--- src/design/tlb_pkg.sv ---
// Package of shared types, constants and codes for the translation buffer.
`default_nettype none
package tlb_pkg;
	localparam int MAX_ENTRIES = 16;
	localparam int SLOT_W = $clog2(MAX_ENTRIES);
	localparam int CNT_W = $clog2(MAX_ENTRIES + 1);

	localparam logic [1:0] MODE_TRANSLATE = 2'd0;
	localparam logic [1:0] MODE_FILL      = 2'd1;
	localparam logic [1:0] MODE_FLUSH     = 2'd2;
	localparam logic [1:0] MODE_UNUSED    = 2'd3;

	localparam logic [1:0] REG_PAGE_SIZE = 2'd0;
	localparam logic [1:0] REG_PER_TABLE = 2'd1;
	localparam logic [1:0] REG_POLICY    = 2'd2;
	localparam logic [1:0] REG_IN_USE    = 2'd3;

	typedef struct packed {
		logic [1:0]  mode;
		logic [31:0] logical_address;
		logic [19:0] fill_frame;
	} req_t;

	typedef struct packed {
		logic        hit;
		logic [31:0] physical_address;
		logic [31:0] first_level_index;
		logic [9:0]  second_level_index;
		logic [3:0]  written_slot;
	} rsp_t;

	typedef struct packed {
		logic load;      // capture request, start first division
		logic div2;      // start second division
		logic scan;      // advance one slot of the search
		logic finish;    // commit state update and result
		logic mul;       // start the frame multiply
	} cmd_t;

	typedef struct packed {
		logic div_done;
		logic scan_last;
		logic [1:0] mode;
	} sts_t;
endpackage
`default_nettype wire

--- src/design/tlb_if.sv ---
// Valid/ready channel interfaces for requests, responses and configuration.
`default_nettype none
interface tlb_req_if;
	logic valid;
	logic ready;
	tlb_pkg::req_t data;
	modport source (output valid, output data, input ready);
	modport sink (input valid, input data, output ready);
endinterface

interface tlb_rsp_if;
	logic valid;
	logic ready;
	tlb_pkg::rsp_t data;
	modport source (output valid, output data, input ready);
	modport sink (input valid, input data, output ready);
endinterface

interface tlb_cfg_if;
	logic valid;
	logic ready;
	logic [1:0] index;
	logic [31:0] data;
	modport source (output valid, output index, output data, input ready);
	modport sink (input valid, input index, input data, output ready);
endinterface
`default_nettype wire

--- src/design/tlb_div.sv ---
// Radix-2 restoring divider, one quotient bit per cycle.
`default_nettype none
module tlb_div (
	input  wire logic        clk,
	input  wire logic        arst_n,
	input  wire logic        start,
	input  wire logic [31:0] dividend,
	input  wire logic [16:0] divisor,
	output logic             done,
	output logic [31:0]      quotient,
	output logic [16:0]      remainder
);
	logic [31:0] quo_q;
	logic [16:0] rem_q;
	logic [16:0] dsr_q;
	logic [5:0]  cnt_q;
	logic        busy_q;
	logic [17:0] trial;

	assign trial = {rem_q, quo_q[31]} - {1'b0, dsr_q};

	always_ff @(posedge clk or negedge arst_n) begin
		if (!arst_n) begin
			busy_q <= 1'b0;
			cnt_q  <= '0;
		end else if (start) begin
			busy_q <= 1'b1;
			cnt_q  <= 6'd32;
		end else if (busy_q) begin
			cnt_q <= cnt_q - 6'd1;
			if (cnt_q == 6'd1) busy_q <= 1'b0;
		end
	end

	always_ff @(posedge clk) begin
		if (start) begin
			quo_q <= dividend;
			rem_q <= '0;
			dsr_q <= divisor;
		end else if (busy_q) begin
			if (!trial[17]) begin
				rem_q <= trial[16:0];
				quo_q <= {quo_q[30:0], 1'b1};
			end else begin
				rem_q <= {rem_q[15:0], quo_q[31]};
				quo_q <= {quo_q[30:0], 1'b0};
			end
		end
	end

	assign done = busy_q && (cnt_q == 6'd1);
	assign quotient = quo_q;
	assign remainder = rem_q;
endmodule
`default_nettype wire

--- src/design/tlb_datapath.sv ---
// Datapath: address split, slot storage, serial search and result register.
`default_nettype none
module tlb_datapath (
	input  wire logic        clk,
	input  wire logic        arst_n,
	input  wire tlb_pkg::cmd_t cmd,
	output tlb_pkg::sts_t    sts,
	input  wire tlb_pkg::req_t req,
	input  wire logic        cfg_we,
	input  wire logic [1:0]  cfg_index,
	input  wire logic [31:0] cfg_data,
	output tlb_pkg::rsp_t    rsp
);
	localparam int SW = tlb_pkg::SLOT_W;
	localparam int N = tlb_pkg::MAX_ENTRIES;
	localparam int CNT_W_L = tlb_pkg::CNT_W;

	logic [16:0] page_size_q;
	logic [10:0] per_table_q;
	logic        policy_q;
	logic [4:0]  in_use_q;

	logic [N-1:0]  valid_q;
	logic [31:0]   page_mem [N];
	logic [19:0]   frame_mem [N];
	logic [31:0]   created_mem [N];
	logic [31:0]   used_mem [N];
	logic [31:0]   counter_q;

	tlb_pkg::req_t req_q;
	logic [31:0] page_q;
	logic [16:0] offset_q;
	logic [31:0] first_q;
	logic [9:0]  second_q;
	logic        second_phase_q;
	logic [SW-1:0] idx_q;
	logic        hit_found_q, same_found_q, empty_found_q;
	logic [SW-1:0] hit_slot_q, same_slot_q, empty_slot_q, old_slot_q;
	logic [31:0]   old_age_q;
	logic [31:0]   prod_q;

	logic [16:0] ps_eff;
	logic [16:0] ept_eff;
	logic [CNT_W_L-1:0] used_eff;

	always_comb begin
		ps_eff = (page_size_q == '0) ? 17'd1 : (page_size_q > 17'd65536) ? 17'd65536
			: page_size_q;
		ept_eff = (per_table_q == '0) ? 17'd1 : (per_table_q > 11'd1024) ? 17'd1024
			: {6'd0, per_table_q};
		used_eff = (in_use_q == '0) ? CNT_W_L'(1) : (in_use_q > 5'(N)) ? CNT_W_L'(N)
			: CNT_W_L'(in_use_q);
	end

	always_ff @(posedge clk or negedge arst_n) begin
		if (!arst_n) begin
			page_size_q <= 17'd64;
			per_table_q <= 11'd4;
			policy_q    <= 1'b0;
			in_use_q    <= 5'd4;
		end else if (cfg_we) begin
			case (cfg_index)
				tlb_pkg::REG_PAGE_SIZE: page_size_q <= cfg_data[16:0];
				tlb_pkg::REG_PER_TABLE: per_table_q <= cfg_data[10:0];
				tlb_pkg::REG_POLICY:    policy_q <= cfg_data[0];
				tlb_pkg::REG_IN_USE:    in_use_q <= cfg_data[4:0];
				default: ;
			endcase
		end
	end

	logic div_start, div_done;
	logic [31:0] div_q;
	logic [16:0] div_r;

	assign div_start = cmd.load || cmd.div2;

	tlb_div u_div (
		.clk(clk), .arst_n(arst_n), .start(div_start),
		.dividend(cmd.load ? req.logical_address : div_q),
		.divisor(cmd.load ? ps_eff : ept_eff),
		.done(div_done), .quotient(div_q), .remainder(div_r)
	);

	// The divider's done pulse comes while its final register update is still pending.
	// A restart drops a done pulse left over from an abandoned division.
	logic div_fin_q;
	always_ff @(posedge clk or negedge arst_n) begin
		if (!arst_n) div_fin_q <= 1'b0;
		else div_fin_q <= div_done && !div_start;
	end

	always_ff @(posedge clk) begin
		if (cmd.load) begin
			req_q <= req;
			second_phase_q <= 1'b0;
		end else if (div_fin_q && !second_phase_q) begin
			page_q <= div_q;
			offset_q <= div_r;
			second_phase_q <= 1'b1;
		end else if (div_fin_q) begin
			first_q <= div_q;
			second_q <= div_r[9:0];
		end
	end

	logic [SW-1:0] rd_idx;
	logic [31:0] age;
	assign rd_idx = idx_q;
	assign age = counter_q - (policy_q ? used_mem[rd_idx] : created_mem[rd_idx]);

	always_ff @(posedge clk) begin
		if (cmd.div2) begin
			idx_q <= '0;
			hit_found_q <= 1'b0;
			same_found_q <= 1'b0;
			empty_found_q <= 1'b0;
			hit_slot_q <= '0;
			old_slot_q <= '0;
			old_age_q <= '0;
		end else if (cmd.scan) begin
			if (valid_q[rd_idx] && page_mem[rd_idx] == page_q && !hit_found_q) begin
				hit_found_q <= 1'b1;
				hit_slot_q <= rd_idx;
			end
			if (valid_q[rd_idx] && frame_mem[rd_idx] == req_q.fill_frame && !same_found_q) begin
				same_found_q <= 1'b1;
				same_slot_q <= rd_idx;
			end
			if (!valid_q[rd_idx] && !empty_found_q) begin
				empty_found_q <= 1'b1;
				empty_slot_q <= rd_idx;
			end
			if (rd_idx == '0 || age > old_age_q) begin
				old_slot_q <= rd_idx;
				old_age_q <= age;
			end
			idx_q <= idx_q + SW'(1);
		end
	end

	assign sts.scan_last = ({1'b0, idx_q} == CNT_W_L'(used_eff - CNT_W_L'(1)));
	assign sts.div_done = div_fin_q && second_phase_q;
	assign sts.mode = req_q.mode;

	logic [SW-1:0] victim;
	assign victim = same_found_q ? same_slot_q : empty_found_q ? empty_slot_q : old_slot_q;

	logic [19:0] mul_frame;
	assign mul_frame = (req_q.mode == tlb_pkg::MODE_FILL) ? req_q.fill_frame
		: frame_mem[hit_slot_q];

	always_ff @(posedge clk) begin
		if (cmd.mul) prod_q <= 32'(mul_frame * ps_eff) + {15'd0, offset_q};
	end

	always_ff @(posedge clk or negedge arst_n) begin
		if (!arst_n) begin
			valid_q <= '0;
			counter_q <= '0;
		end else if (cmd.finish) begin
			case (req_q.mode)
				tlb_pkg::MODE_TRANSLATE: counter_q <= counter_q + 32'd1;
				tlb_pkg::MODE_FILL: begin
					counter_q <= counter_q + 32'd1;
					valid_q[victim] <= 1'b1;
				end
				tlb_pkg::MODE_FLUSH: valid_q <= '0;
				default: ;
			endcase
		end
	end

	always_ff @(posedge clk) begin
		if (cmd.finish && req_q.mode == tlb_pkg::MODE_FILL) begin
			page_mem[victim] <= page_q;
			frame_mem[victim] <= req_q.fill_frame;
			created_mem[victim] <= counter_q;
			used_mem[victim] <= counter_q;
		end else if (cmd.finish && req_q.mode == tlb_pkg::MODE_TRANSLATE && hit_found_q) begin
			used_mem[hit_slot_q] <= counter_q;
		end
	end

	tlb_pkg::rsp_t rsp_next;
	always_comb begin
		rsp_next = '0;
		case (req_q.mode)
			tlb_pkg::MODE_TRANSLATE: begin
				rsp_next.first_level_index = first_q;
				rsp_next.second_level_index = second_q;
				if (hit_found_q) begin
					rsp_next.hit = 1'b1;
					rsp_next.physical_address = prod_q;
					rsp_next.written_slot = 4'(hit_slot_q);
				end
			end
			tlb_pkg::MODE_FILL: begin
				rsp_next.first_level_index = first_q;
				rsp_next.second_level_index = second_q;
				rsp_next.physical_address = prod_q;
				rsp_next.written_slot = 4'(victim);
			end
			default: ;
		endcase
	end

	always_ff @(posedge clk) begin
		if (cmd.finish) rsp <= rsp_next;
	end
endmodule
`default_nettype wire

--- src/design/tlb_ctrl.sv ---
// Controller: sequences division, search, multiply and result handoff.
`default_nettype none
module tlb_ctrl (
	input  wire logic clk,
	input  wire logic arst_n,
	input  wire logic in_valid,
	output logic      in_ready,
	output logic      out_valid,
	input  wire logic out_ready,
	output tlb_pkg::cmd_t cmd,
	input  wire tlb_pkg::sts_t sts
);
	localparam logic [2:0] S_IDLE = 3'd0;
	localparam logic [2:0] S_DIV1 = 3'd1;
	localparam logic [2:0] S_DIV2 = 3'd2;
	localparam logic [2:0] S_SCAN = 3'd3;
	localparam logic [2:0] S_MUL  = 3'd4;
	localparam logic [2:0] S_FIN  = 3'd5;
	localparam logic [2:0] S_OUT  = 3'd6;

	logic [2:0] state_q;
	logic       first_div_q;
	logic [5:0] wait_q;
	logic       page_ready_q;

	assign in_ready = (state_q == S_IDLE);
	assign out_valid = (state_q == S_OUT);

	always_comb begin
		cmd = '0;
		cmd.load = in_valid && in_ready;
		cmd.div2 = (state_q == S_DIV1) && first_div_q;
		cmd.scan = (state_q == S_SCAN);
		cmd.mul = (state_q == S_MUL);
		cmd.finish = (state_q == S_FIN);
	end

	// S_DIV1 waits out the page split, then the second split runs to div_done; other modes go to S_FIN.
	always_ff @(posedge clk or negedge arst_n) begin
		if (!arst_n) begin
			state_q <= S_IDLE;
			first_div_q <= 1'b0;
		end else begin
			case (state_q)
				S_IDLE: if (in_valid) begin
					state_q <= S_DIV1;
					first_div_q <= 1'b0;
				end
				S_DIV1: begin
					if (first_div_q) state_q <= S_DIV2;
					else if (!(sts.mode inside {tlb_pkg::MODE_TRANSLATE, tlb_pkg::MODE_FILL}))
						state_q <= S_FIN;
					first_div_q <= !first_div_q && page_ready_q;
				end
				S_DIV2: if (sts.div_done) state_q <= S_SCAN;
				S_SCAN: if (sts.scan_last) state_q <= S_MUL;
				S_MUL: state_q <= S_FIN;
				S_FIN: state_q <= S_OUT;
				S_OUT: if (out_ready) state_q <= S_IDLE;
				default: state_q <= S_IDLE;
			endcase
		end
	end

	// A countdown from load raises page_ready_q when the page split completes.
	always_ff @(posedge clk or negedge arst_n) begin
		if (!arst_n) begin
			wait_q <= '0;
			page_ready_q <= 1'b0;
		end else if (cmd.load) begin
			wait_q <= 6'd33;
			page_ready_q <= 1'b0;
		end else if (wait_q != '0) begin
			wait_q <= wait_q - 6'd1;
			page_ready_q <= (wait_q == 6'd1);
		end else page_ready_q <= 1'b0;
	end
endmodule
`default_nettype wire

--- src/design/tlb_fifo_lru_translate.sv ---
// Top level of the translation buffer with FIFO or LRU replacement.
// Each item is taken alone: an address split by page size, a split of the
// page number by entries per table, a serial search over the entries in use,
// a multiply and a commit, with the time set mostly by the shared bit-serial
// divider; a flush or an unused mode does not wait for the splits and skips
// the search and the multiply.
// The result register holds until taken.
`default_nettype none
module tlb_fifo_lru_translate (
	input wire logic clk,
	input wire logic arst_n,
	tlb_req_if.sink   req,
	tlb_rsp_if.source rsp,
	tlb_cfg_if.sink   cfg
);
	tlb_pkg::cmd_t cmd;
	tlb_pkg::sts_t sts;

	assign cfg.ready = 1'b1;

	tlb_ctrl u_ctrl (
		.clk(clk), .arst_n(arst_n), .in_valid(req.valid), .in_ready(req.ready),
		.out_valid(rsp.valid), .out_ready(rsp.ready), .cmd(cmd), .sts(sts)
	);

	tlb_datapath u_dp (
		.clk(clk), .arst_n(arst_n), .cmd(cmd), .sts(sts), .req(req.data),
		.cfg_we(cfg.valid), .cfg_index(cfg.index), .cfg_data(cfg.data),
		.rsp(rsp.data)
	);
endmodule
`default_nettype wire

--- src/flat_wrapper.sv ---
// flat-port wrapper written by rule: the top's interface ports become plain ports
module tlb_fifo_lru_translate_flat 
  (clk, arst_n, req_valid, req_data, req_ready, rsp_valid, rsp_data, rsp_ready, cfg_valid, cfg_index, cfg_data, cfg_ready);
  tlb_req_if req_i ();
  tlb_rsp_if rsp_i ();
  tlb_cfg_if cfg_i ();
  input wire logic clk;
  input wire logic arst_n;
  input wire logic [$bits(req_i.valid)-1:0] req_valid;
  input wire logic [$bits(req_i.data)-1:0] req_data;
  output wire logic [$bits(req_i.ready)-1:0] req_ready;
  output wire logic [$bits(rsp_i.valid)-1:0] rsp_valid;
  output wire logic [$bits(rsp_i.data)-1:0] rsp_data;
  input wire logic [$bits(rsp_i.ready)-1:0] rsp_ready;
  input wire logic [$bits(cfg_i.valid)-1:0] cfg_valid;
  input wire logic [$bits(cfg_i.index)-1:0] cfg_index;
  input wire logic [$bits(cfg_i.data)-1:0] cfg_data;
  output wire logic [$bits(cfg_i.ready)-1:0] cfg_ready;
  assign req_i.valid = req_valid;
  assign req_i.data = req_data;
  assign req_ready = req_i.ready;
  assign rsp_valid = rsp_i.valid;
  assign rsp_data = rsp_i.data;
  assign rsp_i.ready = rsp_ready;
  assign cfg_i.valid = cfg_valid;
  assign cfg_i.index = cfg_index;
  assign cfg_i.data = cfg_data;
  assign cfg_ready = cfg_i.ready;
  tlb_fifo_lru_translate u_core (.clk(clk), .arst_n(arst_n), .req(req_i), .rsp(rsp_i), .cfg(cfg_i));
endmodule
--- config.mk ---
export PLATFORM = sky130hd
export DESIGN_NAME = tlb_fifo_lru_translate_flat
export DESIGN_NICKNAME = d
export VERILOG_FILES = /design/src/design/tlb_pkg.sv /design/src/design/tlb_if.sv /design/src/design/tlb_div.sv /design/src/design/tlb_datapath.sv /design/src/design/tlb_ctrl.sv /design/src/design/tlb_fifo_lru_translate.sv /design/src/flat_wrapper.sv
export SDC_FILE = /design/constraint.sdc
export NUM_CORES = 2
export LEC_CHECK = 0
export BUFFER_PORTS_ARGS = -buffer_cell sky130_fd_sc_hd__buf_4
export CAP_MARGIN = 5
export CORE_MARGIN = 2
export CORE_UTILIZATION = 60
export CTS_BUF_LIST = sky130_fd_sc_hd__clkbuf_8
export DETAILED_ROUTE_END_ITERATION = 8
export PLACE_DENSITY_LB_ADDON = 0.15
export SLEW_MARGIN = 20
export SYNTH_ARGS = -nofsm -noshare
export SYNTH_HDL_FRONTEND = slang
export SYNTH_HIERARCHICAL = 1
export SYNTH_SLANG_ARGS = --single-unit
--- constraint.sdc ---
create_clock -name clk -period 11 [get_ports clk]
set_input_delay 2.2 -clock clk [delete_from_list [all_inputs] [get_ports clk]]
set_output_delay 2.2 -clock clk [all_outputs]
set_load 0.02 [all_outputs]
==> out/qor.txt <==
outcome: complete, no violations
vias: 56380
TritonRoute pass-1 iters: 6
area delta synth->final: 10.73%
number of max-cap violations: 0
layout cells sized above 1: 24.50%
hold_buf cts: 0
total power: 0.03219 W
crit-path max FO: 29
dpl cell area: 109500 um2
Worst path max stage delay: 0.75 ns
row count: 153
worst vdd rail ir drop: 0.0005753 V
setup TNS: 0 ns
area occupied by multi-input gates: 34390 um2
Lkg Pwr: 42.71 nW
WP data required: 11.85 ns
H-tree lvl count: 5
CTS Buffer Depth: 4
Worst slew margin: 22.63%
cell count after synthesis: 5941
DRC Markers: 0
sequential cell area: 68200 um2
critical path endpoint category: flip-flop
num ports: 175
Hold Path Class: reg2reg
CTS tree: done
grt ovf: 0
critical path type: reg2reg
Slew Viols, Final: 0
Root Driver: clkbuf_8
CTS clk-pin slew, worst paths: 0.06 ns
Post-Synthesis Cell Area: 105100 um2
DPL Wire Length: 143600 um
Fill cells: 11580
Synth Warn #: 6
final setup fails: 0
initial antenna violation count: 4
die area: 178500 um2
Worst EP arrival: 9.71 ns
syn avg cell area: 17.69 um2
final worst path period share: 80.53%
vias per cell: 6.291
slowest CP cell: dfxtp_4
design area: 116300 um2
Worst Slack Setup Final: 2.141 ns
first-pass GRT wire length: 372400 um
crit path time final: 8.859 ns
largest net degree at the start of global routing: 95
Syn Nets: 6494
Hold WS: 0.4820 ns
routability congestion estimate: 0.8672
WL/cell: 27.94 um
Achievable Freq: 112.9 MHz
Total Nets Final: 6902
total CTS buffers: 378
RSZ-0062 raised after global routing: no
PD cells: 276.7 nW/um2
Final Hold Viols: 0
IO Port Bufs: 158
vias in the first global route: 57790
Die H: 422.5 um
CTS sink cnt: 2311
post-CTS setup buffer count: 0
number of routed nets with antenna violations: 0
slew at the pin closest to its max-slew limit: 1.158 ns
crit path launch type: flip-flop
worst-skew pair later-pin latency: 1.07 ns
Most common cell on crit path: fa_1
Starting Density: 60.38%
initial DRC count: 5874
CTS resizes: 0
clk_skew: 0.09304 ns
Core ar.: 174000 um2
Horiz. Die Dim: 422.5 um
WL final: 250500 um
Overall Global Routing Usage: 28.51%
dpl ws: 2.106 ns
-- final timing paths --
path / from / endpoint / slack [ns] / cells past startpoint
worst max-delay path: flip-flop / u_core/u_dp/prod_q[30] / 2.14 / 25
worst min-delay path: u_core/u_dp/old_age_q[17] / u_core/u_dp/old_age_q[17] / 0.48 / 2
worst max register to register: flip-flop / u_core/u_dp/prod_q[30] / 2.14 / 25
worst min register to register: u_core/u_dp/old_age_q[17] / u_core/u_dp/old_age_q[17] / 0.48 / 2
max in group asynchronous: arst_n / u_core/u_dp/counter_q[4] / 8.35 / 2
min in group asynchronous: arst_n / u_core/u_dp/page_size_q[11] / 1.15 / 1
-- layout by cell type (no fill, tap or decap), types with 20 or more instances in the layout --
cell and instances:
edfxtp_1 2137, mux4_2 659, inv_1 568, clkbuf_8 392
buf_4 293, fa_1 280, nand2_1 259, nor2_1 246
ha_1 179, nor2b_1 114, a21oi_1 113, mux2_2 112
mux2i_1 106, xnor2_1 102, dfrtp_1 86, o21ai_0 84
clkinv_1 83, dfxtp_1 66, and3_1 64, nand2b_1 59
xor2_1 57, nand3_1 55, and2_1 47, clkinv_2 39
nor2_4 36, nor3_1 30, a21o_1 30, nand4_1 29
a211oi_1 22, o21a_1 20
-- final cells by class --
cell class                 count  share of cell area, %
clock inverter               273                  1.194
antenna                        4               0.008603
clock buffer                 392                  4.637
timing repair buffer         303                  2.063
multi-input combinational   2915                  29.56
inverter                     440                  1.422
sequential                  2311                  58.62
tap                         2325                  2.500
-- state kept, by name, summed over array words and instances, names as in the netlist, 5 cells and up, named ones only --
register / cells
u_core/u_dp/u_div/quotient: 32
u_core/u_dp/used_mem: 512
u_core/u_dp/second_q: 10
u_core/u_dp/old_age_q: 32
u_core/u_dp/u_div/remainder: 17
u_core/u_dp/rsp: 79
u_core/u_dp/counter_q: 32
u_core/u_ctrl/wait_q: 6
u_core/u_dp/valid_q: 16
u_core/u_dp/created_mem: 512
u_core/u_dp/page_mem: 512
u_core/u_dp/u_div/dsr_q: 17
u_core/u_dp/u_div/cnt_q: 6
u_core/u_dp/first_q: 32
u_core/u_dp/page_q: 32
u_core/u_dp/req_q: 20
u_core/u_dp/frame_mem: 320
u_core/u_dp/prod_q: 32
u_core/u_dp/in_use_q: 5
u_core/u_dp/offset_q: 17
u_core/u_dp/per_table_q: 11
u_core/u_dp/page_size_q: 17
-- per-stage QoR --
stage	cells	utilization (%)
2_1_floorplan	5941	-
3_3_place_gp	8293	62.93
3_5_place_dp	8293	62.94
4_1_cts	8958	66.84
5_1_grt	8962	66.86
6_report	8963	66.86
-- layer usage --
metal | GRT usage, % | share of wire [%]
met1 | 40.39 | 40
met2 | 45.68 | 49
met3 | 4.377 | 7.7
met4 | 10.42 | 3.5
met5 | 0 | 0
-- power breakdown --
part	total [W]	internal [W]	switching [W]
Clock	0.00683	0.00352	0.00330
Sequential	0.0114	0.0107	0.000701
Combinational	0.0140	0.00634	0.00764
-- critical path, delay by kind of cell (launching register included) --
| family | cells | cell delay, ns |
|---|---|---|
| DFF | 1 | 0.75 |
| buffers and inverters | 5 | 0.70 |
| AOI/OAI and AO/OA | 7 | 1.71 |
| and+or+nand+nor | 2 | 0.49 |
| muxes | 4 | 1.73 |
| adders and majority gates | 7 | 3.30 |
Power figures use the tool's default switching activity.
